==> src/psa_pkg.sv <==
// ----------------------------------------------------------------------------
// psa_pkg
// Types and constants shared by the slot allocator modules.
// ----------------------------------------------------------------------------
package psa_pkg;

	localparam logic [1:0] REQ_ALLOC = 2'd0;
	localparam logic [1:0] REQ_TICK  = 2'd1;
	localparam logic [1:0] REQ_FREE  = 2'd2;

	localparam int CFG_W     = 7;
	localparam int PRIO_W    = 8;
	localparam int LIFE_W    = 15;
	localparam int IDX_W     = 6;
	localparam int EXPIRED_W = 7;

	localparam logic [CFG_W-1:0]  ACTIVE_RESET = 7'd64;
	localparam logic [PRIO_W-1:0] PRIO_FREE    = 8'd128;

	// One table slot. A set free bit together with all ones in life is the
	// lifetime value -1.
	typedef struct packed {
		logic              free;
		logic [LIFE_W-1:0] life;
		logic [PRIO_W-1:0] prio;
		logic              prot;
	} psa_entry_t;

	localparam psa_entry_t FREE_ENTRY = '{
		free: 1'b1,
		life: {LIFE_W{1'b1}},
		prio: PRIO_FREE,
		prot: 1'b0
	};

	typedef struct packed {
		logic [1:0]        req_type;
		logic [IDX_W-1:0]  entry_index;
		logic [LIFE_W-1:0] life;
		logic              protect;
		logic [PRIO_W-1:0] priority_req;
	} psa_req_t;

	// Declared from the highest bit down, so granted sits in bit 0.
	typedef struct packed {
		logic [EXPIRED_W-1:0] expired_count;
		logic                 replaced_live;
		logic [IDX_W-1:0]     slot_index;
		logic                 granted;
	} psa_result_t;

endpackage

==> src/psa_table.sv <==
// ----------------------------------------------------------------------------
// psa_table
// Slot table memory: one write port and one read port with registered data.
// ----------------------------------------------------------------------------
module psa_table #(
	parameter int MAX_SLOTS = 64
) (
	input  logic                         clk,
	input  logic                         rd_en,
	input  logic [$clog2(MAX_SLOTS)-1:0] rd_addr,
	output psa_pkg::psa_entry_t          rd_data,
	input  logic                         wr_en,
	input  logic [$clog2(MAX_SLOTS)-1:0] wr_addr,
	input  psa_pkg::psa_entry_t          wr_data
);

	psa_pkg::psa_entry_t mem [MAX_SLOTS];
	psa_pkg::psa_entry_t rd_data_q;

	always_ff @(posedge clk) begin
		if (wr_en) begin
			mem[wr_addr] <= wr_data;
		end
	end

	always_ff @(posedge clk) begin
		if (rd_en) begin
			rd_data_q <= mem[rd_addr];
		end
	end

	assign rd_data = rd_data_q;

endmodule

==> src/psa_engine.sv <==
// ----------------------------------------------------------------------------
// psa_engine
// Request sequencer: walks the slot table through the memory port, one read
// issued per cycle, and writes modified entries back.
// ----------------------------------------------------------------------------
module psa_engine #(
	parameter int MAX_SLOTS = 64
) (
	input  logic                         clk,
	input  logic                         arst_n,
	input  logic [psa_pkg::CFG_W-1:0]    active_entries,
	input  logic                         in_valid,
	output logic                         in_ready,
	input  psa_pkg::psa_req_t            in_req,
	output logic                         res_valid,
	input  logic                         res_ready,
	output psa_pkg::psa_result_t         res,
	output logic                         rd_en,
	output logic [$clog2(MAX_SLOTS)-1:0] rd_addr,
	input  psa_pkg::psa_entry_t          rd_data,
	output logic                         wr_en,
	output logic [$clog2(MAX_SLOTS)-1:0] wr_addr,
	output psa_pkg::psa_entry_t          wr_data
);

	localparam int IW = $clog2(MAX_SLOTS);
	localparam int CW = $clog2(MAX_SLOTS + 1);

	localparam logic [2:0] ST_CLEAR = 3'd0;
	localparam logic [2:0] ST_IDLE  = 3'd1;
	localparam logic [2:0] ST_SCAN1 = 3'd2;
	localparam logic [2:0] ST_SCAN2 = 3'd3;
	localparam logic [2:0] ST_TICK  = 3'd4;
	localparam logic [2:0] ST_RESP  = 3'd5;

	logic [2:0]                      state_q;
	logic [IW-1:0]                   ptr_q;
	logic [CW-1:0]                   cnt_q;
	logic [CW-1:0]                   start_q;
	logic [psa_pkg::PRIO_W-1:0]      prio_q;
	logic                            prot_q;
	logic [psa_pkg::LIFE_W-1:0]      life_q;
	logic [psa_pkg::EXPIRED_W-1:0]   expired_q;
	psa_pkg::psa_result_t            res_q;
	logic                            vld_s1;
	logic                            last_s1;
	logic [IW-1:0]                   addr_s1;

	logic [CW-1:0]                   size;
	logic [CW-1:0]                   ptr_inc;
	logic [IW-1:0]                   ptr_nxt;
	logic [CW-1:0]                   alloc_start;
	logic                            scan;
	logic                            hit;
	logic                            stop;
	logic                            issue;
	logic                            idx_ok;
	logic                            expire;
	logic [psa_pkg::EXPIRED_W-1:0]   expired_nxt;
	psa_pkg::psa_entry_t             new_entry;
	psa_pkg::psa_entry_t             aged_entry;

	// A register value of zero acts as one slot, and the size never exceeds
	// the table.
	always_comb begin
		if (active_entries == '0) begin
			size = CW'(1);
		end else if (32'(active_entries) > MAX_SLOTS) begin
			size = CW'(MAX_SLOTS);
		end else begin
			size = CW'(active_entries);
		end
	end

	assign ptr_inc     = CW'(ptr_q) + CW'(1);
	assign ptr_nxt     = (ptr_inc >= size) ? '0 : ptr_inc[IW-1:0];
	assign alloc_start = (start_q >= size) ? '0 : start_q;
	assign idx_ok      = 32'(in_req.entry_index) < 32'(size);

	assign scan = (state_q == ST_SCAN1) || (state_q == ST_SCAN2);

	// The first pass looks for a free slot, the second for an evictable one.
	always_comb begin
		if (state_q == ST_SCAN1) begin
			hit = rd_data.free;
		end else begin
			hit = (prio_q <= rd_data.prio) &&
				((prio_q != rd_data.prio) || !rd_data.prot);
		end
	end

	assign stop  = vld_s1 && (last_s1 || (scan && hit));
	assign issue = (scan || (state_q == ST_TICK)) && (cnt_q < size) && !stop;

	assign rd_en   = issue;
	assign rd_addr = ptr_q;

	assign expire      = !rd_data.free && (rd_data.life == '0);
	assign expired_nxt = expired_q + psa_pkg::EXPIRED_W'(expire);

	always_comb begin
		new_entry      = '0;
		new_entry.free = 1'b0;
		new_entry.life = life_q;
		new_entry.prio = prio_q;
		new_entry.prot = prot_q;
		aged_entry      = rd_data;
		aged_entry.life = rd_data.life - psa_pkg::LIFE_W'(1);
	end

	always_comb begin
		wr_en   = 1'b0;
		wr_addr = addr_s1;
		wr_data = psa_pkg::FREE_ENTRY;
		unique case (state_q)
			ST_CLEAR: begin
				wr_en   = 1'b1;
				wr_addr = ptr_q;
			end
			ST_IDLE: begin
				if (in_valid && (in_req.req_type == psa_pkg::REQ_FREE) && idx_ok) begin
					wr_en   = 1'b1;
					wr_addr = IW'(in_req.entry_index);
				end
			end
			ST_SCAN1, ST_SCAN2: begin
				if (vld_s1 && hit) begin
					wr_en   = 1'b1;
					wr_data = new_entry;
				end
			end
			ST_TICK: begin
				if (vld_s1 && !rd_data.free) begin
					wr_en   = 1'b1;
					wr_data = expire ? psa_pkg::FREE_ENTRY : aged_entry;
				end
			end
			default: begin
			end
		endcase
	end

	assign in_ready  = (state_q == ST_IDLE);
	assign res_valid = (state_q == ST_RESP);
	assign res       = res_q;

	always_ff @(posedge clk or negedge arst_n) begin
		if (!arst_n) begin
			state_q <= ST_CLEAR;
			ptr_q   <= '0;
			cnt_q   <= '0;
			start_q <= '0;
			vld_s1  <= 1'b0;
		end else begin
			vld_s1 <= issue;
			if (issue) begin
				ptr_q <= ptr_nxt;
				cnt_q <= cnt_q + CW'(1);
			end
			unique case (state_q)
				ST_CLEAR: begin
					ptr_q <= ptr_q + IW'(1);
					if (ptr_q == IW'(MAX_SLOTS - 1)) begin
						state_q <= ST_IDLE;
					end
				end
				ST_IDLE: begin
					if (in_valid) begin
						cnt_q <= '0;
						unique case (in_req.req_type)
							psa_pkg::REQ_ALLOC: begin
								start_q <= alloc_start;
								ptr_q   <= alloc_start[IW-1:0];
								state_q <= ST_SCAN1;
							end
							psa_pkg::REQ_TICK: begin
								ptr_q   <= '0;
								state_q <= ST_TICK;
							end
							default: begin
								state_q <= ST_RESP;
							end
						endcase
					end
				end
				ST_SCAN1, ST_SCAN2: begin
					// A hit or the last slot stops the read issue, so the read
					// pipeline is already empty here.
					if (vld_s1 && hit) begin
						start_q <= CW'(addr_s1) + CW'(1);
						state_q <= ST_RESP;
					end else if (vld_s1 && last_s1) begin
						if (state_q == ST_SCAN1) begin
							ptr_q   <= start_q[IW-1:0];
							cnt_q   <= '0;
							state_q <= ST_SCAN2;
						end else begin
							state_q <= ST_RESP;
						end
					end
				end
				ST_TICK: begin
					if (vld_s1 && last_s1) begin
						state_q <= ST_RESP;
					end
				end
				ST_RESP: begin
					if (res_ready) begin
						state_q <= ST_IDLE;
					end
				end
				default: begin
					state_q <= ST_IDLE;
				end
			endcase
		end
	end

	// Request fields, the read pipeline tags and the result need no reset.
	always_ff @(posedge clk) begin
		if (issue) begin
			addr_s1 <= ptr_q;
			last_s1 <= (cnt_q == size - CW'(1));
		end
		unique case (state_q)
			ST_IDLE: begin
				prio_q    <= in_req.priority_req;
				prot_q    <= in_req.protect;
				life_q    <= in_req.life;
				expired_q <= '0;
				if (in_req.req_type == psa_pkg::REQ_FREE && idx_ok) begin
					res_q <= {{psa_pkg::EXPIRED_W{1'b0}}, 1'b0, in_req.entry_index, 1'b1};
				end else begin
					res_q <= '0;
				end
			end
			ST_SCAN1, ST_SCAN2: begin
				if (vld_s1 && hit) begin
					res_q <= {{psa_pkg::EXPIRED_W{1'b0}}, !rd_data.free,
						psa_pkg::IDX_W'(addr_s1), 1'b1};
				end
			end
			ST_TICK: begin
				if (vld_s1) begin
					expired_q <= expired_nxt;
					if (last_s1) begin
						res_q <= {expired_nxt, 1'b0, {psa_pkg::IDX_W{1'b0}}, 1'b1};
					end
				end
			end
			default: begin
			end
		endcase
	end

endmodule

==> src/priority_slot_allocator.sv <==
// ----------------------------------------------------------------------------
// priority_slot_allocator
// Slot table with lifetimes, rotating allocation and priority eviction.
// ----------------------------------------------------------------------------
// Requests arrive on the s_ stream: tuser carries the request type (allocate,
// tick or free), tdata the priority, protect mark, lifetime and slot number.
// Each request gives exactly one result transfer on the m_ stream. The user
// must write the size register over the cfg channel only while the block is
// idle; the block does not enforce it. One request is worked at a time; the
// memory read port sets the pace at one slot per cycle. With N slots in use,
// an allocate reads up to N slots when a free slot is found in the first pass
// and up to 2N when the eviction pass runs; a tick reads N and a free none.
// After reset the table memory is cleared in a pass over all MAX_SLOTS slots,
// during which s_tready stays low; configuration writes are still taken.
// Results go through an output register, so the next request is accepted
// while a result waits. If the receiver stalls with a result still held,
// the following result waits in the sequencer and s_tready stays low.
// ----------------------------------------------------------------------------
module priority_slot_allocator #(
	parameter int MAX_SLOTS = 64
) (
	input  logic        clk,
	input  logic        arst_n,
	input  logic        cfg_valid,
	output logic        cfg_ready,
	input  logic [6:0]  cfg_data,   // active_entries
	input  logic        s_tvalid,
	output logic        s_tready,
	input  logic [31:0] s_tdata,    // priority_req, protect, life, entry_index, pad
	input  logic [1:0]  s_tuser,    // req_type
	output logic        m_tvalid,
	input  logic        m_tready,
	output logic [15:0] m_tdata     // granted, slot_index, replaced_live, expired_count, pad
);

	localparam int IW = $clog2(MAX_SLOTS);

	logic [psa_pkg::CFG_W-1:0] active_q;
	psa_pkg::psa_req_t         req;
	psa_pkg::psa_result_t      res;
	psa_pkg::psa_result_t      out_q;
	logic                      m_tvalid_q;
	logic                      res_valid;
	logic                      res_ready;
	logic                      rd_en;
	logic [IW-1:0]             rd_addr;
	psa_pkg::psa_entry_t       rd_data;
	logic                      wr_en;
	logic [IW-1:0]             wr_addr;
	psa_pkg::psa_entry_t       wr_data;

	assign cfg_ready = 1'b1;

	always_ff @(posedge clk or negedge arst_n) begin
		if (!arst_n) begin
			active_q <= psa_pkg::ACTIVE_RESET;
		end else if (cfg_valid) begin
			active_q <= cfg_data;
		end
	end

	assign req.req_type     = s_tuser;
	assign req.priority_req = s_tdata[7:0];
	assign req.protect      = s_tdata[8];
	assign req.life         = s_tdata[23:9];
	assign req.entry_index  = s_tdata[29:24];

	psa_engine #(
		.MAX_SLOTS(MAX_SLOTS)
	) u_engine (
		.clk           (clk),
		.arst_n        (arst_n),
		.active_entries(active_q),
		.in_valid      (s_tvalid),
		.in_ready      (s_tready),
		.in_req        (req),
		.res_valid     (res_valid),
		.res_ready     (res_ready),
		.res           (res),
		.rd_en         (rd_en),
		.rd_addr       (rd_addr),
		.rd_data       (rd_data),
		.wr_en         (wr_en),
		.wr_addr       (wr_addr),
		.wr_data       (wr_data)
	);

	psa_table #(
		.MAX_SLOTS(MAX_SLOTS)
	) u_table (
		.clk    (clk),
		.rd_en  (rd_en),
		.rd_addr(rd_addr),
		.rd_data(rd_data),
		.wr_en  (wr_en),
		.wr_addr(wr_addr),
		.wr_data(wr_data)
	);

	assign res_ready = !m_tvalid_q || m_tready;

	always_ff @(posedge clk or negedge arst_n) begin
		if (!arst_n) begin
			m_tvalid_q <= 1'b0;
		end else if (res_valid && res_ready) begin
			m_tvalid_q <= 1'b1;
		end else if (m_tready) begin
			m_tvalid_q <= 1'b0;
		end
	end

	always_ff @(posedge clk) begin
		if (res_valid && res_ready) begin
			out_q <= res;
		end
	end

	assign m_tvalid = m_tvalid_q;
	assign m_tdata  = {1'b0, out_q};

endmodule
==> config.mk <==
export PLATFORM = sky130hd
export DESIGN_NAME = priority_slot_allocator
export DESIGN_NICKNAME = d
export VERILOG_FILES = /design/src/psa_pkg.sv /design/src/psa_table.sv /design/src/psa_engine.sv /design/src/priority_slot_allocator.sv
export SDC_FILE = /design/constraint.sdc
export NUM_CORES = 2
export LEC_CHECK = 0
export CAP_MARGIN = 20
export CORE_ASPECT_RATIO = 0.6
export CORE_MARGIN = 3
export CORE_UTILIZATION = 60
export CTS_BUF_LIST = sky130_fd_sc_hd__clkbuf_4 sky130_fd_sc_hd__clkbuf_8
export DETAILED_ROUTE_END_ITERATION = 7
export DONT_BUFFER_PORTS = 1
export HOLD_SLACK_MARGIN = 0.12
export PLACE_DENSITY = 0.82
export SLEW_MARGIN = 20
export SYNTH_ARGS = -nofsm -noshare
export SYNTH_HDL_FRONTEND = slang
export SYNTH_SLANG_ARGS = --single-unit
==> constraint.sdc <==
create_clock -name clk -period 13.9 [get_ports clk]
set_input_delay 1.39 -clock clk [delete_from_list [all_inputs] [get_ports clk]]
set_output_delay 1.39 -clock clk [all_outputs]
set_load 0.1 [all_outputs]
==> results.md <==
- Nets: 3,905
- Async S/R FF share, synth: 1.855%
- Synth cell types: 75
- Synth area leaders: edfxtp_1, mux4_2, mux2i_1
- Mux share of post-synthesis cell area: between 10% and 20%
- CP required: 14.42 ns
- Worst r2r path cells: 9
- Ys flop type: edfxtp_1
- Routability cong.: 0.9453
- Avg WL per Cell: 31.21 um
- Synth Net Count: 3,772
- Post-Syn Area: 68,430 sq um
- Setup WS pre-CTS: 8.558 ns
- GR Overflow Total: 0
- Ports: 65
- Syn_area_per_cell: around 19 sq um
- Synth Warn #: 0
- DP Wirelength: between 90,000 and 100,000 um
- Tcrit/Tclk final: 38.88%
- Main combinational cell family by area after synthesis: multiplexers
- Lkg Pwr: ~0.023 uW
- Pint: 9185 uW
- Skew final: 0.05325 ns
- Reg clk slew, reported paths: 0.07 ns
- Register share of total power: 46.1%
- Die height: about 270 um
- Hold WC Path Type: input port to asynchronous set/reset pin
- Worst setup SP type: flop
- Post-synth top area cell: edfxtp_1
- Peak supply drop: 0.1699 mV
- RSZ-0062 raised after global routing: no
- Pins over their slew limit: 0
- Final core utilization: between 60% and 70%
- XOR/XNOR Fraction of Synth Area: 0.4607%
- Switch Pwr: roughly 4600 uW
- Count leader, synth: edfxtp_1
- Clock power frac: 26.1%
- Adder-cell share of the synthesized area: 0.7277%
- Initial Utilization: 60.80%
- Detailed Route WL: 171,700 um
- Clk Tree Root Cell: clkbuf_8
- Switching share of power: 33.61%
- GRT Resource Usage Total: 28.95%
- Slew @ Worst Pin: 1.132 ns
- Synth top area share: 74.29%
- Worst Path Arrival: 5.93 ns
- CTS resizes: 0
- Htree depth: 4
- Crit. End Element: flop
- CTS sink cnt: 1,725
- Synth Area in Compound Gates: 5.926%
- Synth cell count leaders: edfxtp_1, mux2i_1, a21oi_1
- Max frequency: 185.0 MHz
- Post-Synthesis Cells: between 3,000 and 4,000
- DRT iter0 DRCs: 5,944
- Clock tree buffer depth: 3
- Outcome: complete, no violations
- DIE AREA: 118,300 sq um
- Die Span X: 442 um
- # port buffers: 0
- Vias in the first global route: 36,650
- Via-to-Cell Ratio: 6.819
- Core footprint: roughly 110,000 sq um
- Instance area at placement: 70,830 sq um
- CTS tree: yes
- Core Rows: 95
- Finished Cell Area: 75,080 sq um
- Seq/Total Area, Yosys: 75.46%
- Synthesis-to-layout area growth: 9.716%
- Total number of vias: ~38,000
- Initial antenna violation count: 14
- Number of synthesized flops with an enable pin: between 1,500 and 2,000
- Setup ws final: 8.495 ns
- R2R Setup Slk: 8.50 ns
- Setup-failing EPs final: 0
- Remaining DRCs: 0
- Worst-path fanout max: 26
- Launching point of the worst reg2reg path: u_engine.state_q[0]
- Clock latency on the worst-skew pair: 0.94 ns
- Power, Total: around 14,000 uW
- First-pass GRT wire length: ~250,000 um
- Routed Antenna Nets: 0
- Reg2Reg Capture Point: u_table.mem[37][6]
- Fin. Hold Viols: 0
- Kind of critical path: flop to flop
- Synth Area in Simple Gates: between 2 and 3%
- Total CTS buffers: ~220
- Largest net degree at the start of global routing: 135
- Comb power frac: 27.8%
- Power Dens Cells: roughly 180 nW/um^2
- 1st-pass router iterations: 7
- Register bit count reported by yosys: about 1,700
- Max-slew headroom: about a quarter
- TNS Setup: 0 ns
- Layout cells sized above 1: 22.60%
- Max Cap Viol: 0
- Fin crit period: 5.405 ns
power by group through the flow:
stage                     registers [uW]  logic (uW)  clock network [uW]
final                               6380        3850                3610
after global routing                6390        4060                3860
after CTS                           6370        3760                3630
after detailed placement            6480        3740                   0
after global placement              6470        3630                   0
after floorplan                     6350        2550                   0
registers in the layout, indices dropped and copies added, names as in the netlist:
signal              flops
u_engine.res           15
u_engine.vld_s1         1
u_engine.prio_q         8
u_engine.life_q        15
u_engine.state_q        3
u_engine.prot_q         1
u_table.mem          1600
m_tvalid                1
active_q                7
m_tdata                15
u_engine.rd_addr        6
u_engine.expired_q      7
u_engine.last_s1        1
u_engine.addr_s1        6
u_engine.start_q        7
u_table.rd_data        25
u_engine.cnt_q          7
routing by layer:
layer  up-vias  global-route usage, %  share of wire, %
met1     18920                  42.09                37
met3       354                  10.05                16
met2      2883                  41.40                44
met4         6                  9.924               2.8
li1      15350                      -                 -
met5         -                      0             0.025
kinds of logic after synthesis:
family / Yosys count
XOR/XNOR: 36
other: 2
flip-flops: 1725
adder cells (fa/ha/maj): 40
AO/OA/AOI/OAI: 639
AND/OR/NAND/NOR: 393
buffers and inverters: 221
multiplexers: 631
cells in the final DEF (no fill, tap or decap), types with 5 or more instances in the layout:
master,n
dfrtp_1,26
ha_1,39
a22o_2,7
nor2b_1,6
clkinv_1,57
a21o_1,7
nand2_1,154
buf_12,5
a21oi_4,7
buf_4,108
clkbuf_8,219
nand2b_1,7
nor3_1,7
clkbuf_4,87
or3_1,11
xnor2_1,23
o211ai_1,8
mux2i_1,300
o22ai_1,102
nor3_2,9
clkinv_2,13
edfxtp_1,1693
o21ai_0,119
a21oi_1,221
xor2_1,13
mux2_2,106
a22o_1,11
nand4_1,7
inv_8,5
mux4_2,225
and2_1,10
nor2_4,9
nor2_2,49
nand3_1,35
o221ai_1,100
inv_1,20
nor2_1,59
cell type report:
| class | instances | area, sq um |
|---|---|---|
| flip-flops and latches | 1725 | 51660 |
| inverters | 23 | 86.33 |
| repair buffers | 114 | 938.4 |
| clock inverters | 86 | 525.5 |
| clock buffers | 306 | 3667 |
| well taps | 1503 | 1881 |
| fillers | 6780 | 37480 |
| multi-input cells | 1741 | 16320 |
| diodes | 3 | 7.507 |
timing repair:
action,in CTS,in global routing
endpoints found under the hold margin,31,0
hold buffers,1,0
setup buffers,0,0
worst max-delay path by stage:
| stage | startpoint | end | slack, ns | depth (start not counted) |
|---|---|---|---|---|
| global route | u_engine.state_q[0] | u_table.mem[37][6] | 8.27 | 9 |
| finish | u_engine.state_q[0] | u_table.mem[37][6] | 8.50 | 9 |
| global placement | s_tdata[26] | u_table.mem[16][1] | 8.68 | 8 |
| floorplan | s_tdata[26] | u_table.mem[42][0] | 8.41 | 8 |
| CTS | u_engine.state_q[0] | u_table.mem[16][21] | 8.57 | 9 |
| detailed placement | u_engine.state_q[0] | u_table.mem[16][21] | 8.56 | 9 |
critical path: stages (launching register included):
cell and delay, ns:
dfrtp_1 0.64, nor2b_1 0.38, nand2_1 0.28, inv_2 0.79, nand2_1 0.24, nor3_4 0.31
a21oi_2 0.25, a221oi_2 0.55, nand4_2 0.51, nor2_4 1.01
through the flow:
step,instances,hold WS [ns]
final,5501,0.2969
after global routing,5498,0.2711
after CTS,5497,0.2248
after detailed placement,5104,0.4088
after global placement,5104,0.4036
after floorplan,3687,0.4003
No activity file was read; power rests on OpenSTA's default activity.
